File: config.mk
export PLATFORM = sky130hd
export DESIGN_NAME = box_counting_multiscale
export DESIGN_NICKNAME = d
export VERILOG_FILES = /design/src/hdl/bcm_pkg.sv /design/src/hdl/bcm_front.sv /design/src/hdl/bcm_queue.sv /design/src/hdl/bcm_back.sv /design/src/hdl/bcm_emit.sv /design/src/hdl/box_counting_multiscale.sv
export SDC_FILE = /design/constraint.sdc
export NUM_CORES = 2
export LEC_CHECK = 0
export BUFFER_PORTS_ARGS = -buffer_cell sky130_fd_sc_hd__clkbuf_2
export CORE_UTILIZATION = 40
export CTS_CLUSTER_DIAMETER = 150
export DETAILED_ROUTE_END_ITERATION = 16
export PLACE_DENSITY = 0.59
export SYNTH_ARGS = -nofsm -noshare
export SYNTH_HDL_FRONTEND = slang
export SYNTH_SLANG_ARGS = --single-unit
File: constraint.sdc
create_clock -name clk -period 14.3 [get_ports clk]
set_clock_uncertainty 0.05 [all_clocks]
set_input_delay 2.145 -clock clk [delete_from_list [all_inputs] [get_ports clk]]
set_output_delay 2.145 -clock clk [all_outputs]
set_load 0.02 [all_outputs]
File: src/hdl/bcm_pkg.sv
package bcm_pkg;

  localparam int MAX_WIDTH  = 1024;
  localparam int MAX_HEIGHT = 1024;
  localparam int NUM_SCALES = 5;

  localparam int COL_W = $clog2(MAX_WIDTH);
  localparam int ROW_W = $clog2(MAX_HEIGHT);

  localparam int CFG_SIZE_W  = 11;
  localparam int PIXEL_W     = 16;
  localparam int CFG_DATA_W  = 16;
  localparam int CFG_INDEX_W = 2;
  localparam int SCALE_W     = 3;
  localparam int COUNT_W     = 21;

  localparam logic [COUNT_W-1:0] COUNT_MAX = '1;

  localparam logic [CFG_SIZE_W-1:0] RST_IMAGE_WIDTH     = 11'd1024;
  localparam logic [CFG_SIZE_W-1:0] RST_IMAGE_HEIGHT    = 11'd1024;
  localparam logic [PIXEL_W-1:0]    RST_BLACK_THRESHOLD = 16'd45874;

  // Configuration register indexes
  localparam logic [CFG_INDEX_W-1:0] CFG_IMAGE_WIDTH     = 2'd0;
  localparam logic [CFG_INDEX_W-1:0] CFG_IMAGE_HEIGHT    = 2'd1;
  localparam logic [CFG_INDEX_W-1:0] CFG_BLACK_THRESHOLD = 2'd2;

  localparam int Q_DEPTH = 4;
  localparam int Q_AW    = $clog2(Q_DEPTH);

  localparam int IDX_W = (NUM_SCALES > 1) ? $clog2(NUM_SCALES) : 1;

  // One classified pixel on its way to the mark update.
  typedef struct packed {
    logic [COL_W-1:0]      col;
    logic                  black;
    logic [NUM_SCALES-1:0] done;
    logic                  frame_end;
  } op_t;

  // Per-scale totals handed over at the end of a frame.
  typedef struct packed {
    logic                                valid;
    logic [NUM_SCALES-1:0][COUNT_W-1:0] counts;
  } snap_t;

  function automatic logic [COL_W-1:0] last_col_index(logic [CFG_SIZE_W-1:0] v);
    logic [COL_W-1:0] r;
    if (v == '0) begin
      r = '0;
    end else if (32'(v) > MAX_WIDTH) begin
      r = COL_W'(MAX_WIDTH - 1);
    end else begin
      r = COL_W'(v - CFG_SIZE_W'(1));
    end
    return r;
  endfunction

  function automatic logic [ROW_W-1:0] last_row_index(logic [CFG_SIZE_W-1:0] v);
    logic [ROW_W-1:0] r;
    if (v == '0) begin
      r = '0;
    end else if (32'(v) > MAX_HEIGHT) begin
      r = ROW_W'(MAX_HEIGHT - 1);
    end else begin
      r = ROW_W'(v - CFG_SIZE_W'(1));
    end
    return r;
  endfunction

endpackage

File: src/hdl/bcm_front.sv
module bcm_front (
  input  logic                                 clk,
  input  logic                                 rst,
  input  logic                                 in_valid,
  output logic                                 in_ready,
  input  logic [bcm_pkg::PIXEL_W-1:0]          pixel_value,
  input  logic                                 cfg_write,
  input  logic [bcm_pkg::CFG_INDEX_W-1:0]      cfg_index,
  input  logic [bcm_pkg::CFG_DATA_W-1:0]       cfg_data,
  input  logic                                 q_full,
  input  logic                                 clearing,
  output logic                                 push,
  output bcm_pkg::op_t                         op
);

  logic [bcm_pkg::CFG_SIZE_W-1:0] image_width;
  logic [bcm_pkg::CFG_SIZE_W-1:0] image_height;
  logic [bcm_pkg::PIXEL_W-1:0]    black_threshold;
  logic [bcm_pkg::COL_W-1:0]      col;
  logic [bcm_pkg::ROW_W-1:0]      row;
  logic [bcm_pkg::COL_W-1:0]      col_last;
  logic [bcm_pkg::ROW_W-1:0]      row_last;
  logic                           last_col;
  logic                           last_row;
  logic                           accept;

  always_ff @(posedge clk) begin
    if (rst) begin
      image_width     <= bcm_pkg::RST_IMAGE_WIDTH;
      image_height    <= bcm_pkg::RST_IMAGE_HEIGHT;
      black_threshold <= bcm_pkg::RST_BLACK_THRESHOLD;
    end else if (cfg_write) begin
      unique case (cfg_index)
        bcm_pkg::CFG_IMAGE_WIDTH:     image_width     <= cfg_data[bcm_pkg::CFG_SIZE_W-1:0];
        bcm_pkg::CFG_IMAGE_HEIGHT:    image_height    <= cfg_data[bcm_pkg::CFG_SIZE_W-1:0];
        bcm_pkg::CFG_BLACK_THRESHOLD: black_threshold <= cfg_data;
        default: ;
      endcase
    end
  end

  assign in_ready = !q_full && !clearing;
  assign accept   = in_valid && in_ready;
  assign push     = accept;

  assign col_last = bcm_pkg::last_col_index(image_width);
  assign row_last = bcm_pkg::last_row_index(image_height);
  assign last_col = col >= col_last;
  assign last_row = row >= row_last;

  // Classify the pixel: black or not, and which boxes it closes.
  always_comb begin
    logic [bcm_pkg::COL_W-1:0] cmask;
    logic [bcm_pkg::ROW_W-1:0] rmask;
    op.col       = col;
    op.black     = pixel_value <= black_threshold;
    op.frame_end = last_col && last_row;
    for (int j = 0; j < bcm_pkg::NUM_SCALES; j++) begin
      cmask = bcm_pkg::COL_W'((32'd1 << j) - 32'd1);
      rmask = bcm_pkg::ROW_W'((32'd1 << j) - 32'd1);
      op.done[j] = (((col & cmask) == cmask) || last_col) &&
                   (((row & rmask) == rmask) || last_row);
    end
  end

  // Advance the raster position, wrapping at the last column and row.
  always_ff @(posedge clk) begin
    if (rst) begin
      col <= '0;
      row <= '0;
    end else if (accept) begin
      if (!last_col) begin
        col <= col + bcm_pkg::COL_W'(1);
      end else begin
        col <= '0;
        row <= last_row ? '0 : row + bcm_pkg::ROW_W'(1);
      end
    end
  end

endmodule

File: src/hdl/bcm_queue.sv
module bcm_queue (
  input  logic         clk,
  input  logic         rst,
  input  logic         push,
  input  bcm_pkg::op_t push_op,
  output logic         full,
  input  logic         pop,
  output logic         head_valid,
  output bcm_pkg::op_t head_op
);

  bcm_pkg::op_t                slots [bcm_pkg::Q_DEPTH];
  logic [bcm_pkg::Q_AW-1:0]    rd_ptr;
  logic [bcm_pkg::Q_AW-1:0]    wr_ptr;
  logic [bcm_pkg::Q_AW:0]      count;

  assign full       = count == (bcm_pkg::Q_AW + 1)'(bcm_pkg::Q_DEPTH);
  assign head_valid = count != '0;
  assign head_op    = slots[rd_ptr];

  always_ff @(posedge clk) begin
    if (push) begin
      slots[wr_ptr] <= push_op;
    end
  end

  always_ff @(posedge clk) begin
    if (rst) begin
      rd_ptr <= '0;
      wr_ptr <= '0;
      count  <= '0;
    end else begin
      if (push) begin
        wr_ptr <= wr_ptr + bcm_pkg::Q_AW'(1);
      end
      if (pop) begin
        rd_ptr <= rd_ptr + bcm_pkg::Q_AW'(1);
      end
      unique case ({push, pop})
        2'b10:   count <= count + (bcm_pkg::Q_AW + 1)'(1);
        2'b01:   count <= count - (bcm_pkg::Q_AW + 1)'(1);
        default: count <= count;
      endcase
    end
  end

endmodule

File: src/hdl/bcm_back.sv
module bcm_back (
  input  logic          clk,
  input  logic          rst,
  input  logic          head_valid,
  input  bcm_pkg::op_t  head_op,
  output logic          pop,
  output logic          clearing,
  input  logic          emit_busy,
  output bcm_pkg::snap_t snap
);

  logic [bcm_pkg::COL_W-1:0]   clr_cnt;
  logic                        b_valid;
  bcm_pkg::op_t                b_op;
  logic [bcm_pkg::COUNT_W-1:0] count [bcm_pkg::NUM_SCALES];

  // Sweep every mark entry to zero after reset.
  always_ff @(posedge clk) begin
    if (rst) begin
      clearing <= 1'b1;
      clr_cnt  <= '0;
    end else if (clearing) begin
      clr_cnt <= clr_cnt + bcm_pkg::COL_W'(1);
      if (clr_cnt == bcm_pkg::COL_W'(bcm_pkg::MAX_WIDTH - 1)) begin
        clearing <= 1'b0;
      end
    end
  end

  // Hold a frame end while the previous frame's results are still pending.
  assign pop = head_valid && !clearing &&
               !(head_op.frame_end && ((b_valid && b_op.frame_end) || emit_busy));

  always_ff @(posedge clk) begin
    if (rst) begin
      b_valid <= 1'b0;
    end else begin
      b_valid <= pop;
    end
  end

  always_ff @(posedge clk) begin
    if (pop) begin
      b_op <= head_op;
    end
  end

  assign snap.valid = b_valid && b_op.frame_end;

  for (genvar j = 0; j < bcm_pkg::NUM_SCALES; j++) begin : g_scale
    localparam int DEPTH = ((bcm_pkg::MAX_WIDTH - 1) >> j) + 1;
    localparam int AW    = (DEPTH > 1) ? $clog2(DEPTH) : 1;

    logic                        marks [DEPTH];
    logic                        rdata;
    logic [AW-1:0]               raddr;
    logic [AW-1:0]               baddr;
    logic [AW-1:0]               caddr;
    logic                        wr_valid;
    logic [AW-1:0]               wr_addr;
    logic                        wr_data;
    logic                        mark_rd;
    logic                        mark_new;
    logic                        wdata;
    logic                        inc;
    logic [bcm_pkg::COUNT_W-1:0] count_next;

    assign raddr = AW'(head_op.col >> j);
    assign baddr = AW'(b_op.col >> j);
    assign caddr = AW'(clr_cnt >> j);

    // Bypass the write of the cycle before, which the registered read missed.
    assign mark_rd  = (wr_valid && (wr_addr == baddr)) ? wr_data : rdata;
    assign mark_new = mark_rd | b_op.black;
    assign wdata    = b_op.done[j] ? 1'b0 : mark_new;

    always_ff @(posedge clk) begin
      rdata <= marks[raddr];
      if (clearing) begin
        marks[caddr] <= 1'b0;
      end else if (b_valid) begin
        marks[baddr] <= wdata;
      end
    end

    always_ff @(posedge clk) begin
      if (rst) begin
        wr_valid <= 1'b0;
      end else begin
        wr_valid <= b_valid;
      end
    end

    always_ff @(posedge clk) begin
      wr_addr <= baddr;
      wr_data <= wdata;
    end

    assign inc        = b_valid && b_op.done[j] && mark_new;
    assign count_next = (inc && (count[j] != bcm_pkg::COUNT_MAX)) ?
                        count[j] + bcm_pkg::COUNT_W'(1) : count[j];
    assign snap.counts[j] = count_next;

    always_ff @(posedge clk) begin
      if (rst) begin
        count[j] <= '0;
      end else if (snap.valid) begin
        count[j] <= '0;
      end else begin
        count[j] <= count_next;
      end
    end
  end

endmodule

File: src/hdl/bcm_emit.sv
module bcm_emit (
  input  logic                           clk,
  input  logic                           rst,
  input  bcm_pkg::snap_t                 snap,
  output logic                           busy,
  output logic                           out_valid,
  input  logic                           out_ready,
  output logic [bcm_pkg::SCALE_W-1:0]    scale_index,
  output logic [bcm_pkg::COUNT_W-1:0]    box_count,
  output logic                           last
);

  logic                                        valid;
  logic [bcm_pkg::IDX_W-1:0]                   idx;
  logic [bcm_pkg::NUM_SCALES-1:0][bcm_pkg::COUNT_W-1:0] counts;
  logic                                        at_last;

  assign at_last = idx == bcm_pkg::IDX_W'(bcm_pkg::NUM_SCALES - 1);

  always_ff @(posedge clk) begin
    if (rst) begin
      valid <= 1'b0;
      idx   <= '0;
    end else if (snap.valid) begin
      valid <= 1'b1;
      idx   <= '0;
    end else if (valid && out_ready) begin
      if (at_last) begin
        valid <= 1'b0;
      end
      idx <= idx + bcm_pkg::IDX_W'(1);
    end
  end

  always_ff @(posedge clk) begin
    if (snap.valid) begin
      counts <= snap.counts;
    end
  end

  assign busy        = valid;
  assign out_valid   = valid;
  assign scale_index = bcm_pkg::SCALE_W'(idx);
  assign box_count   = counts[idx];
  assign last        = at_last;

endmodule

File: src/hdl/box_counting_multiscale.sv
// Throughput: one pixel per cycle unless the queue is full or the marks are being
//   cleared; a frame end waits at the queue head while the previous frame's five
//   results are still being delivered. Results: the back end pops the frame end,
//   and the result stage registers the totals and raises out_valid; one result per
//   cycle while out_ready is high. Reset: synchronous; registers take their reset
//   values; a sweep clears the column marks, one per cycle, with in_ready held low.
module box_counting_multiscale (
  input  logic                                 clk,
  input  logic                                 rst,
  // Pixel channel
  input  logic                                 in_valid,
  output logic                                 in_ready,
  input  logic [bcm_pkg::PIXEL_W-1:0]          pixel_value,
  // Configuration writes
  input  logic                                 cfg_write,
  input  logic [bcm_pkg::CFG_INDEX_W-1:0]      cfg_index,
  input  logic [bcm_pkg::CFG_DATA_W-1:0]       cfg_data,
  // Result channel
  output logic                                 out_valid,
  input  logic                                 out_ready,
  output logic [bcm_pkg::SCALE_W-1:0]          scale_index,
  output logic [bcm_pkg::COUNT_W-1:0]          box_count,
  output logic                                 last
);

  // Front: holds the configuration and the raster position, marks each pixel
  // black or not and works out which boxes it closes at every scale.
  logic           push;
  bcm_pkg::op_t   push_op;
  logic           q_full;
  logic           clearing;

  // Queue head as seen by the back end.
  logic           pop;
  logic           head_valid;
  bcm_pkg::op_t   head_op;

  // Frame totals passed from the back end to the result stage.
  bcm_pkg::snap_t snap;
  logic           emit_busy;

  bcm_front u_front (
    .clk         (clk),
    .rst         (rst),
    .in_valid    (in_valid),
    .in_ready    (in_ready),
    .pixel_value (pixel_value),
    .cfg_write   (cfg_write),
    .cfg_index   (cfg_index),
    .cfg_data    (cfg_data),
    .q_full      (q_full),
    .clearing    (clearing),
    .push        (push),
    .op          (push_op)
  );

  // Short queue: lets the front keep taking pixels while the back end holds a
  // frame end; in_ready drops once all four slots are taken or while clearing.
  bcm_queue u_queue (
    .clk        (clk),
    .rst        (rst),
    .push       (push),
    .push_op    (push_op),
    .full       (q_full),
    .pop        (pop),
    .head_valid (head_valid),
    .head_op    (head_op)
  );

  // Back end: one mark memory per scale, indexed by box column. Read on issue,
  // update in the next cycle with a bypass for back-to-back hits on the same box.
  // A closed box counts if marked and drops its mark. The frame end snapshots
  // the counters and clears them in the same cycle.
  bcm_back u_back (
    .clk        (clk),
    .rst        (rst),
    .head_valid (head_valid),
    .head_op    (head_op),
    .pop        (pop),
    .clearing   (clearing),
    .emit_busy  (emit_busy),
    .snap       (snap)
  );

  // Result stage: registered totals, delivered one scale per transaction,
  // rising order, last on the highest scale.
  bcm_emit u_emit (
    .clk         (clk),
    .rst         (rst),
    .snap        (snap),
    .busy        (emit_busy),
    .out_valid   (out_valid),
    .out_ready   (out_ready),
    .scale_index (scale_index),
    .box_count   (box_count),
    .last        (last)
  );

endmodule

==> out/metrics.yaml <==
status:
  status: "completed"
sta:
  fin_crit_ns: 5.70
  setup_ws_ns: 8.60
  rsz0062_at_grt: "false"
  setup_tns_ns: 0
  final-hold-violation-count: 0
  tightest_slew_ns: 1.35
  slew_violations: 0
  fmax_mhz: 175
  relSlewSlack: 0.0981
  fin_crit_sh: 0.399
  hold_ws_ns: 0.404
  setup_violations: 0
synthesis:
  synth_adder_area_share: 0.0120
  ys.flop_type: "edfxtp_1"
  synth_edf_count: 1245
  syn_area_per_cell_um2: 13.2
  synth_area_leaders: "edfxtp_1, mux4_2, nor2_1"
  ys_seq_area_frac: 0.659
  synth_top_family_by_area: "simple AND/OR/NAND/NOR gates"
  ys_ff_latch: 1346
  synth_top_cell_by_area: "edfxtp_1"
  synth_compound_area_frac: 0.0317
  synth_top_area_frac: 0.625
  async_flop_share: 0
  syn_inst: 4525
  synthesis.area_um2: 59800
  yosysUniqueCellTypes: 76
  synth_xor_area_frac: 0.0205
  yosys_warnings: 0
  muxShareOfSynthArea: 0.105
  synthSimpleGateAreaFrac: 0.141
clock_network:
  clkSinkCount: 1346
  clk_pin_slew_ns: 0.06
  cts_resized: 0
  cts_buffers: 147
  hold_buffers: 0
  ctsRootBufferMaster: "clkbuf_16"
  cts_buffer_depth: 3
  clkLatencyLatePin_ns: 0.80
  cts_max_level: 4
  cts_setup_buffers: 0
  cts_tree: "done"
drt:
  routed_wl_um: 148000
  ant_nets: 0
  drt_iter0_markers: 3469
  avgViaCountPerCell: 5.49
  post-route-drc-count: 0
  wl_per_cell_um: 22.3
  num_vias: 36500
  first_pass_iters: 5
critical_path:
  crit_path_max_incr_delay_ns: 0.80
  path_cells: "mux2_2, buf_4, inv_8, buf_4, buf_4, mux4_2, o22ai_1, nor4_1, o21ai_1, a21oi_1, a32oi_1, o31ai_1"
  critPathCaptureType: "flop"
  crit_fanout: 87
  start_kind: "flop"
  cp_slowest_cell: "dfxtp_1"
  arrival_ns: 6.29
  path_delay_family: "buffers and inverters"
  path_class: "flop to flop"
  cp_common_cell: "buf_4"
  required_ns: 14.89
  path_buf_inv: 4
global_routing:
  grt.total_usage: 0.196
  top_usage_layer: "met2"
  globalRouteMet2Util: 0.320
  antenna_found_initial: 3
  met3_usage: 0.0362
  grt.met1_usage: 0.261
  grt-ovfl-total: 0
  grt_max_degree: 314
  grt_pass1_vias: 36200
  grt_pass1_wl_um: 224000
floorplanning:
  placement_rows: 141
  die_w_um: 389
  ios: 66
  dieArea_um2: 151000
  start_util: 0.404
  fp.coreArea_um2: 148000
  die_h_um: 389
placement:
  dpl.hpwl_um: 84800
  io_buffers: 65
  routabilityCongestion: 0.791
  dp_slack_ns: 8.49
  dp_cells: 6374
min_path:
  holdCritPathClass: "flop to flop"
  min_from: "u_front.black_threshold[2]"
layout:
  n_antenna_cell: 0
  final_layout_size_suffix_gt1_frac: 0.133
  fin_util: 0.452
  final_cell_mix: "edfxtp_1, nor2_1, nand2_1"
  fin_cells: 6643
  final_nets: 4688
  area_growth_pct: 11.8
  layout_commonest_cell: "edfxtp_1"
pwr:
  cellLeakagePower_nw: 23.1
  powerDensity_nw_per_um2: 122
  ir_drop_mv: 0.0945
flow_run:
  maxCapViolations: 0
## tightest hold or removal path, stage by stage (launching register included)
cell	delay, ns
dfxtp_1	0.31
nand2_1	0.05
a21oi_1	0.05
## metrics by stage
step / cell area, µm² / power (W)
global route: 66900 / 0.00839
CTS: 66900 / 0.00823
detailed placement: 62100 / 0.00452
global placement: 62100 / 0.00452
floorplan: 60200 / 0.00447
finish: 66900 / 0.00816
## cells by family after synthesis
| logic type | after synthesis |
|---|---|
| buffers and inverters | 428 |
| DFF | 1346 |
| adders and majority gates | 57 |
| xor gates and xnor gates | 140 |
| muxes | 306 |
| other | 1 |
| and+or+nand+nor | 1956 |
| AOI/OAI and AO/OA | 291 |
## final cells by class
cell class / count / area (µm²)
Sequential cell: 1346 / 39400
Fill cell: 13300 / 81200
Clock buffer: 199 / 4010
Timing Repair Buffer: 115 / 726
Clock inverter: 70 / 736
Tap cell: 1930 / 2410
Inverter: 128 / 508
Multi-Input combinational cell: 2855 / 19100
## power by group
group	switching, W	internal (W)
combinational	0.000100	0.0000477
sequential	0.0000202	0.00427
clock	0.00161	0.00210
total	0.00173	0.00642
## cells in the mapped netlist (37+ instances only)
cell and number:
dfxtp_1 101, clkbuf_1 208, a21oi_1 74, inv_1 124, nor3_1 139, xor2_1 62, mux2i_1 37, o21ai_0 51
xnor2_1 78, nor2_1 960, mux4_2 256, nand4_1 37, nand3_1 93, nand2_1 471, edfxtp_1 1245, and3_1 47
ha_1 55, and2_1 120
## path summary, 6_finish.rpt
path	end	slack [ns]	cells after the start
min	u_front.black_threshold[2]	0.40	2
min reg2reg	u_front.black_threshold[2]	0.40	2
max reg2reg	u_back.g_scale[1].rdata	8.60	12
max	u_back.g_scale[1].rdata	8.60	12
## flip-flops by register name, indices dropped and copies added, names as in the netlist, 6 cells and up, named ones only
| signal | cells |
|---|---|
| u_back.b_op | 6 |
| u_back.clr_cnt | 10 |
| u_back.count | 105 |
| u_back.g_scale.baddr | 9 |
| u_back.g_scale.marks | 960 |
| u_back.g_scale.wr_addr | 9 |
| u_emit.counts | 105 |
| u_front.black_threshold | 16 |
| u_front.col | 10 |
| u_front.image_height | 11 |
| u_front.image_width | 11 |
| u_front.row | 10 |
| u_queue.slots | 60 |
## routing by layer
layer	vias to the layer above	wire (µm)
met2	1161	71100
met3	275	9910
li1	16500	-
met4	2	5020
met5	-	8
met1	18600	62100
No activity file was read; power rests on OpenSTA's default activity.
